==> config.mk <==
export PLATFORM = sky130hd
export DESIGN_NAME = nuc_div
export DESIGN_NICKNAME = d
export VERILOG_FILES = /design/src/rtl/nuc_pkg.sv /design/src/rtl/nuc_div.sv
export SDC_FILE = /design/constraint.sdc
export NUM_CORES = 1
export LEC_CHECK = 0
export BUFFER_PORTS_ARGS = -buffer_cell sky130_fd_sc_hd__buf_4
export CORE_ASPECT_RATIO = 1.1
export CORE_UTILIZATION = 35
export DETAILED_ROUTE_END_ITERATION = 8
export SYNTH_ARGS = -nofsm -noshare
export SYNTH_HDL_FRONTEND = slang
export SYNTH_SLANG_ARGS = --single-unit
==> constraint.sdc <==
create_clock -name clk -period 7.83 [get_ports clk]
set_clock_uncertainty 0.2 [all_clocks]
set_input_delay 1.566 -clock clk [delete_from_list [all_inputs] [get_ports clk]]
set_output_delay 1.566 -clock clk [all_outputs]
set_load 0.03 [all_outputs]
==> src/rtl/nuc_pkg.sv <==
package nuc_pkg;

  localparam int unsigned FRAME_COLUMNS = 640;
  localparam int unsigned FRAME_ROWS    = 512;
  localparam int unsigned NPIX          = FRAME_COLUMNS * FRAME_ROWS;
  localparam int unsigned ADDR_W        = $clog2(NPIX);

  localparam int unsigned SUM_W   = 22;
  localparam int unsigned TOT_W   = 41;
  localparam int unsigned GAIN_W  = 16;
  localparam int unsigned OFF_W   = 22;
  localparam int unsigned PIX_W   = 16;
  localparam int unsigned CFG_W   = 7;
  localparam int unsigned QUO_W   = 22;
  localparam int unsigned DIV_W   = 64;
  localparam int unsigned COEF_W  = GAIN_W + OFF_W;
  localparam int unsigned SUMS_W  = 2 * SUM_W;

  localparam logic [SUM_W-1:0]  SUM_LIMIT    = '1;
  localparam logic [GAIN_W-1:0] UNITY_GAIN   = GAIN_W'(4096);
  localparam logic [GAIN_W-1:0] GAIN_MAX     = '1;
  localparam logic [OFF_W-1:0]  OFFSET_HIGH  = {1'b0, {(OFF_W-1){1'b1}}};
  localparam logic [OFF_W-1:0]  OFFSET_LOW   = {1'b1, {(OFF_W-1){1'b0}}};
  localparam logic [CFG_W-1:0]  RESET_FRAMES = CFG_W'(50);

  typedef enum logic [1:0] {
    CMD_HOT     = 2'd0,
    CMD_COLD    = 2'd1,
    CMD_COMPUTE = 2'd2,
    CMD_CORRECT = 2'd3
  } cmd_t;

  localparam logic KIND_PIXEL = 1'b0;
  localparam logic KIND_CAL   = 1'b1;

endpackage

==> src/rtl/nuc_div.sv <==
// restoring divider, one quotient bit per cycle; needs num < den << QUO_W
module nuc_div
  import nuc_pkg::*;
(
  input  logic             clk,
  input  logic             rst_n,
  input  logic             start,
  input  logic [DIV_W-1:0] num,
  input  logic [DIV_W-1:0] den,
  output logic             done,
  output logic [QUO_W-1:0] quo
);

  localparam int unsigned CNT_W = $clog2(QUO_W + 1);

  logic [DIV_W-1:0] rem_r, dsh_r;
  logic [QUO_W-1:0] quo_r;
  logic [CNT_W-1:0] cnt_r;
  logic             run_r, done_r;
  logic             fit;

  assign fit = (rem_r >= dsh_r);

  always_ff @(posedge clk) begin
    if (!rst_n) begin
      run_r  <= 1'b0;
      done_r <= 1'b0;
      cnt_r  <= '0;
    end else begin
      done_r <= 1'b0;
      if (start) begin
        run_r <= 1'b1;
        cnt_r <= CNT_W'(QUO_W);
        rem_r <= num;
        dsh_r <= den << (QUO_W - 1);
      end else if (run_r) begin
        if (fit) rem_r <= rem_r - dsh_r;
        quo_r <= {quo_r[QUO_W-2:0], fit};
        dsh_r <= dsh_r >> 1;
        cnt_r <= cnt_r - 1'b1;
        if (cnt_r == CNT_W'(1)) begin
          run_r  <= 1'b0;
          done_r <= 1'b1;
        end
      end
    end
  end

  assign done = done_r;
  assign quo  = quo_r;

endmodule

==> impl_metrics.env, run 1 <==
export IMPL_syn2layout_area_growth_pct=18.5
export IMPL_power_density_cell_area_nw_per_um2=212
export IMPL_max_freq_mhz=215
export IMPL_synth_top_cell_area_share=0.440
export IMPL_gp_congestion=0.901
export IMPL_timing_critical_path_arrival_ps=4510
export IMPL_hpwl_after_detailed_placement_um=18700
export IMPL_synthDistinctLibCells=68
export IMPL_global_route_wire_length_before_repair_um=40800
export IMPL_layout_cells_most_common_list="161 x nand2_1, 150 x edfxtp_1, 135 x buf_4, 130 x o21ai_0, 85 x inv_1"
export IMPL_ant_nets=0
export IMPL_path_class="reg2reg"
export IMPL_seq_area_frac_synth=0.454
export IMPL_share_of_synthesized_cell_area_in_full_adder_half_adder_and_majority_cells=0.0826
export IMPL_clock_pin_slew_on_the_worst_setup_and_hold_paths_ps=70
export IMPL_cp_end_kind="register"
export IMPL_floorplan_die_area_um2=29900
export IMPL_hold_violations=0
export IMPL_synth_cell_area_um2=10200
export IMPL_post_synth_inst_count=1107
export IMPL_gr_total_overflow=0
export IMPL_clock_sinks=157
export IMPL_mappedNetlistNets=1305
export IMPL_first_pass_iters=7
export IMPL_post_route_min_period_ps=4640
export IMPL_postCtsSetupBuffers=0
export IMPL_antenna_found_initial=0
export IMPL_num_antenna_cells=0
export IMPL_detail_route_wl_per_cell_um=16.2
export IMPL_final_max_slew_viol_count=0
export IMPL_drive_above_1_share=0.157
export IMPL_layout_cells_most_common="nand2_1"
export IMPL_grt_setup_unrepaired="false"
export IMPL_design_core_area_um2=28700
export IMPL_die_h_um=181
export IMPL_worst_skew_pair_late_latency_ps=440
export IMPL_switching_share=0.315
export IMPL_grt_usage=0.174
export IMPL_finish_net_count=1399
export IMPL_synth_largest_area_cell="edfxtp_1"
export IMPL_clk_network_pwr_share=0.345
export IMPL_h_tree_depth=4
export IMPL_worst_path_max_delay_cell="o31ai_1"
export IMPL_starting_utilization_of_the_core_area=0.357
export IMPL_via_per_inst=5.22
export IMPL_synth_xor_xnor_area_share=0.0479
export IMPL_portBuffers=132
export IMPL_num_fill_cells=2862
export IMPL_worst_path_max_fanout=64
export IMPL_synth_top_family_by_area="compound AO/OA/AOI/OAI gates"
export IMPL_combPwrFrac=0.258
export IMPL_power_internal_uw=1760
export IMPL_vias=8255
export IMPL_slew_at_the_pin_closest_to_its_max_slew_limit_ps=1050
export IMPL_synth_top_flop_cell="edfxtp_1"
export IMPL_fp_dieW_um=165
export IMPL_detail_route_wirelength_um=25600
export IMPL_synth_async_sr_flop_share=0
export IMPL_synth_compound_area_share=0.214
export IMPL_power_sequential_fraction=0.397
export IMPL_total_switching_power_uw=809
export IMPL_cts_max_path_buffers=2
export IMPL_holdBufCountCts=0
export IMPL_setup_tns_ps=0
export IMPL_synth_area_leaders="edfxtp_1 44%, ha_1 8.1%, o21ai_0 6.4%"
export IMPL_ctsResizeCount=0
export IMPL_setup_viol=0
export IMPL_worst_path_most_repeated_cell="a21oi_1"
export IMPL_cts_root_buf="clkbuf_16"
export IMPL_synth_area_mux_share=0.00208
export IMPL_final_period_utilization=0.593
export IMPL_fp_row_count=65
export IMPL_route_detailed_drc=0
export IMPL_largest_net_degree_at_the_start_of_global_routing=125
export IMPL_critical_path_startpoint_type="register"
export IMPL_synth_edf_count=150
export IMPL_worstPathCellList="inv_1 > ha_1 > inv_1 > fa_1 > a21oi_1 > o211ai_1 > o211ai_1 > a21boi_1 > o31ai_1 > a21oi_1 > o21ai_0 > a21oi_1 > o21ai_0 > a31oi_4 > buf_4"
export IMPL_syn_mean_instance_area_um2=9.25
export IMPL_num_cts_buffers=17
export IMPL_synth_seq_cells=157
export IMPL_tritoncts="built"
export IMPL_vdd_drop_max_mv=0.146
export IMPL_utilization=0.422
export IMPL_cp_data_required_time_ps=7700
export IMPL_critical_path_max_stage_delay_ps=680
export IMPL_delay_heaviest_family_cp="compound AO/OA/AOI/OAI gates"
export IMPL_drt_iter0_markers=552
export IMPL_run_status="finished clean"
export IMPL_number_of_global_route_vias_before_repair=8142
export IMPL_synth_simple_gate_area_frac=0.145
export IMPL_drv_cap=0
export IMPL_crit_buf_inv=3
export IMPL_slew_limit_headroom=0.296
export IMPL_yosysWarnings=0
export IMPL_floorplan_io_pins=154
export IMPL_min_delay_path_class="reg2reg"
export IMPL_leakagePower_uw=0.00507
==> flip-flops by register name, indices dropped and copies added (netlist names) <==
signal and cells:
run_r 1, done 1, rem_r 64, quo 22
cnt_r 5, dsh_r 64
==> path summary, 6_finish.rpt <==
kind / start / endpoint / slack [ps] / depth (start not counted)
max: rem_r[0] / rem_r[39] / 3190 / 15
min reg2reg: quo[18] / quo[19] / 250 / 0
min: quo[18] / quo[19] / 250 / 0
max reg2reg: rem_r[0] / rem_r[39] / 3190 / 15
==> power by group through the flow <==
stage / combinational [uW] / clock [uW] / sequential (uW)
after detailed placement: 656 / 0 / 1040
after CTS: 661 / 908 / 1020
final: 661 / 885 / 1020
after global placement: 647 / 0 / 1040
after global routing: 739 / 937 / 1030
after floorplan: 472 / 0 / 1040
==> area by class of cell <==
class                      instances  area (um2)  area share
multi-input combinational        802        5050       0.416
clock buffer                      17         425      0.0351
tap                              368         460      0.0380
sequential                       157        4640       0.383
timing repair buffer             136        1020      0.0845
clock inverter                    15         200      0.0165
inverter                          87         327      0.0269
==> synthesized netlist by cell type (all sizes together), types with 3 or more instances <==
library cell,instances
nor2,71
nand4,21
a21boi,10
and2,8
a21o,45
xnor2,27
a311oi,5
nor4,10
ha,66
a21oi,80
a221o,3
nand2,161
nor3,17
xor2,29
a31oi,12
nor2b,7
clkbuf,54
o21bai,19
o31ai,7
inv,86
o211ai,5
dfxtp,7
o21a,6
nand3,15
buf,7
edfxtp,150
o21ai,132
and3,8
==> stage by stage <==
step | setup WS [ps] | total power [uW] | cell area, um2 | hold WS [ps] | instances
floorplan | 1310 | 1510 | 10200 | 300 | 1107
global placement | 3110 | 1680 | 11500 | 235 | 1550
detailed placement | 3080 | 1690 | 11500 | 238 | 1550
CTS | 3250 | 2590 | 12100 | 256 | 1582
global route | 2820 | 2700 | 12100 | 263 | 1582
finish | 3190 | 2570 | 12100 | 254 | 1582
==> layer usage <==
| metal | share of wire | global-route usage | vias to the layer above | wire length, um |
|---|---|---|---|---|
| met5 | 0 | 0 | - | 0 |
| met4 | 0.018 | 0.0565 | 0 | 455 |
| met3 | 0.047 | 0.0280 | 26 | 1210 |
| met2 | 0.46 | 0.281 | 201 | 11800 |
| met1 | 0.47 | 0.236 | 3857 | 12100 |
| li1 | - | - | 4171 | - |
==> cell families after synthesis <==
family                   Yosys count
XOR/XNOR                          56
multiplexers                       2
flip-flops                       157
AO/OA/AOI/OAI                    347
adder cells (fa/ha/maj)           67
AND/OR/NAND/NOR                  330
buffers and inverters            148
No activity file was read; power rests on OpenSTA's default activity.
==> inputs of run 2 (changes only) <==
==> constraint.sdc (replaced) <==
create_clock -name clk -period 3.96 [get_ports clk]
set_clock_uncertainty 0.2 [all_clocks]
set_input_delay 0.792 -clock clk [delete_from_list [all_inputs] [get_ports clk]]
set_output_delay 0.792 -clock clk [all_outputs]
set_load 0.03 [all_outputs]
==> run 2 against run 1 <==
  * Critical path depth fell by 4
  * Sequential cell count unchanged
  * Sequential power rose by 97%
  * Largest power group unchanged
  * Worst hold slack got worse by 2.8 ps
  * Final cell count grew 0.95%
  * Combinational power increased by 100%
  * Highest routed layer unchanged
  * Die area is the same
  * Fmax is 24% higher
  * Wire length shrank 0.51%
  * Non-clock buffer count grew 16
  * Clock-buffer cell count increased by 2
  * Global-route usage about the same
  * Critical path type unchanged
==> impl_metrics.env, run 2 (same netlist as run 1, synthesis figures left out) <==
export IMPL_run_status="finished clean"
export IMPL_setup_viol=0
export IMPL_detail_route_wl_per_cell_um=16.0
export IMPL_power_density_cell_area_nw_per_um2=417
export IMPL_floorplan_io_pins=154
export IMPL_route_detailed_drc=0
export IMPL_via_per_inst=5.22
export IMPL_path_class="reg2reg"
export IMPL_critical_path_startpoint_type="register"
export IMPL_num_antenna_cells=0
export IMPL_slew_at_the_pin_closest_to_its_max_slew_limit_ps=919
export IMPL_finalNonFillerCells=1597
export IMPL_vias=8340
export IMPL_setup_ws_ps=209
export IMPL_syn2layout_area_growth_pct=20.2
export IMPL_seq_area_um2=4640
export IMPL_fp_row_count=65
export IMPL_power_internal_uw=3590
export IMPL_min_delay_path_class="reg2reg"
export IMPL_fp_dieW_um=165
export IMPL_final_max_slew_viol_count=0
export IMPL_worst_path_max_delay_cell="nor4_4"
export IMPL_drt_iter0_markers=621
export IMPL_antenna_found_initial=0
export IMPL_clk_network_pwr_share=0.346
export IMPL_worstPathCellList="ha_1 > nor2b_4 > o2111ai_2 > a311oi_2 > nor3_1 > o41ai_4 > a41oi_4 > nor4_4 > o21ai_0 > a21oi_1 > a311oi_1"
export IMPL_clock_pin_slew_on_the_worst_setup_and_hold_paths_ps=60
export IMPL_die_h_um=181
export IMPL_num_fill_cells=2826
export IMPL_timing_critical_path_arrival_ps=3710
export IMPL_vdd_drop_max_mv=0.287
export IMPL_timing_hold_worst_path_depth=0
export IMPL_global_route_wire_length_before_repair_um=40800
export IMPL_r2r_cells=11
export IMPL_tritoncts="built"
export IMPL_power_total_uw=5130
export IMPL_setup_tns_ps=0
export IMPL_floorplan_die_area_um2=29900
export IMPL_design_core_area_um2=28700
export IMPL_cts_root_buf="clkbuf_16"
export IMPL_power_sequential_fraction=0.392
export IMPL_ant_nets=0
export IMPL_grt_usage=0.174
export IMPL_pre_cts_ws_ps=240
export IMPL_grt_setup_unrepaired="false"
export IMPL_switching_share=0.300
export IMPL_num_cts_buffers=17
export IMPL_finish_net_count=1415
export IMPL_max_freq_mhz=267
export IMPL_total_switching_power_uw=1540
export IMPL_detail_route_wirelength_um=25500
export IMPL_final_area_um2=12300
export IMPL_leakagePower_uw=0.00515
export IMPL_post_route_min_period_ps=3750
export IMPL_combPwrFrac=0.262
export IMPL_starting_utilization_of_the_core_area=0.357
export IMPL_portBuffers=132
export IMPL_number_of_global_route_vias_before_repair=8050
export IMPL_h_tree_depth=4
export IMPL_hpwl_after_detailed_placement_um=18900
export IMPL_post_place_cells=1565
export IMPL_slew_limit_headroom=0.385
export IMPL_cp_data_required_time_ps=3920
export IMPL_placed_cell_area_um2=11700
export IMPL_gp_congestion=0.880
export IMPL_worst_skew_pair_late_latency_ps=440
export IMPL_layout_cells_most_common="nand2_1"
export IMPL_worst_path_max_fanout=5
export IMPL_gr_total_overflow=0
export IMPL_first_pass_iters=5
export IMPL_drv_cap=0
export IMPL_r2r_slack_ps=210
export IMPL_cts_max_path_buffers=2
export IMPL_final_period_utilization=0.947
export IMPL_critical_path_max_stage_delay_ps=480
export IMPL_layout_cells_most_common_list="161 x nand2_1, 150 x edfxtp_1, 146 x buf_4, 130 x o21ai_0, 85 x inv_1"
export IMPL_drive_above_1_share=0.167
export IMPL_largest_net_degree_at_the_start_of_global_routing=137
export IMPL_multi_input_comb_area_um2=5050
export IMPL_cp_end_kind="register"
export IMPL_clock_sinks=157
export IMPL_hold_violations=0
## run 2: changes by cell type in the layout (fill, tap and decap cells not counted), sizes merged
cell / change
bufinv: +2
clkbuf: +2
clkinv: -2
clkinvlp: +2
buf: +16
inv: -5
## run 2: per-stage QoR
stage                     hold slack (ps)  utilization
final                                 251        0.429
after global routing                  257        0.429
after CTS                             253        0.428
after detailed placement              238        0.406
after global placement                232        0.406
after floorplan                       300            -
## run 2: critical path: cells and delay by family, from the launching register on
kind,cells,cell delay [ps]
DFF,1,430
and+or+nand+nor,3,770
AOI/OAI and AO/OA,7,1740
adders and majority gates,1,330
## run 2: final cells by class
type                       instances  share of cell area
clock buffer                      19              0.0352
timing repair buffer             152              0.0974
multi-input combinational        802               0.411
clock inverter                    12              0.0151
tap                              368              0.0374
sequential                       157               0.378
inverter                          87              0.0265
## run 2: path summary, 6_finish.rpt
check,from,to
setup / recovery,rem_r[1],rem_r[63]
hold / removal,quo[20],quo[21]
setup reg to reg,rem_r[1],rem_r[63]
hold reg to reg,quo[20],quo[21]
## run 2: power by group through the flow
stage	registers, uW	clock network, uW	logic [uW]
after global placement	2050	0	1320
after floorplan	2050	0	937
after global routing	2030	1870	1500
after detailed placement	2050	0	1330
final	2010	1780	1340
after CTS	2010	1800	1340
## run 2: per-layer routing
layer  vias up  global-route usage  share of wire  routed length, um
met1      3838               0.240           0.47              11900
met4         0              0.0481          0.017                427
met2       267               0.276           0.46              11700
met5         -                   0              0                  0
met3        32              0.0333          0.059               1490
li1       4203                   -              -                  -
## run 2: repair_timing
action / CTS / global route
hold buffers: 0 / 0
buffers inserted: 0 / 1
endpoints found under the hold margin: 0 / 0
resized for setup: 0 / 3
endpoints found under the setup margin: 0 / 66
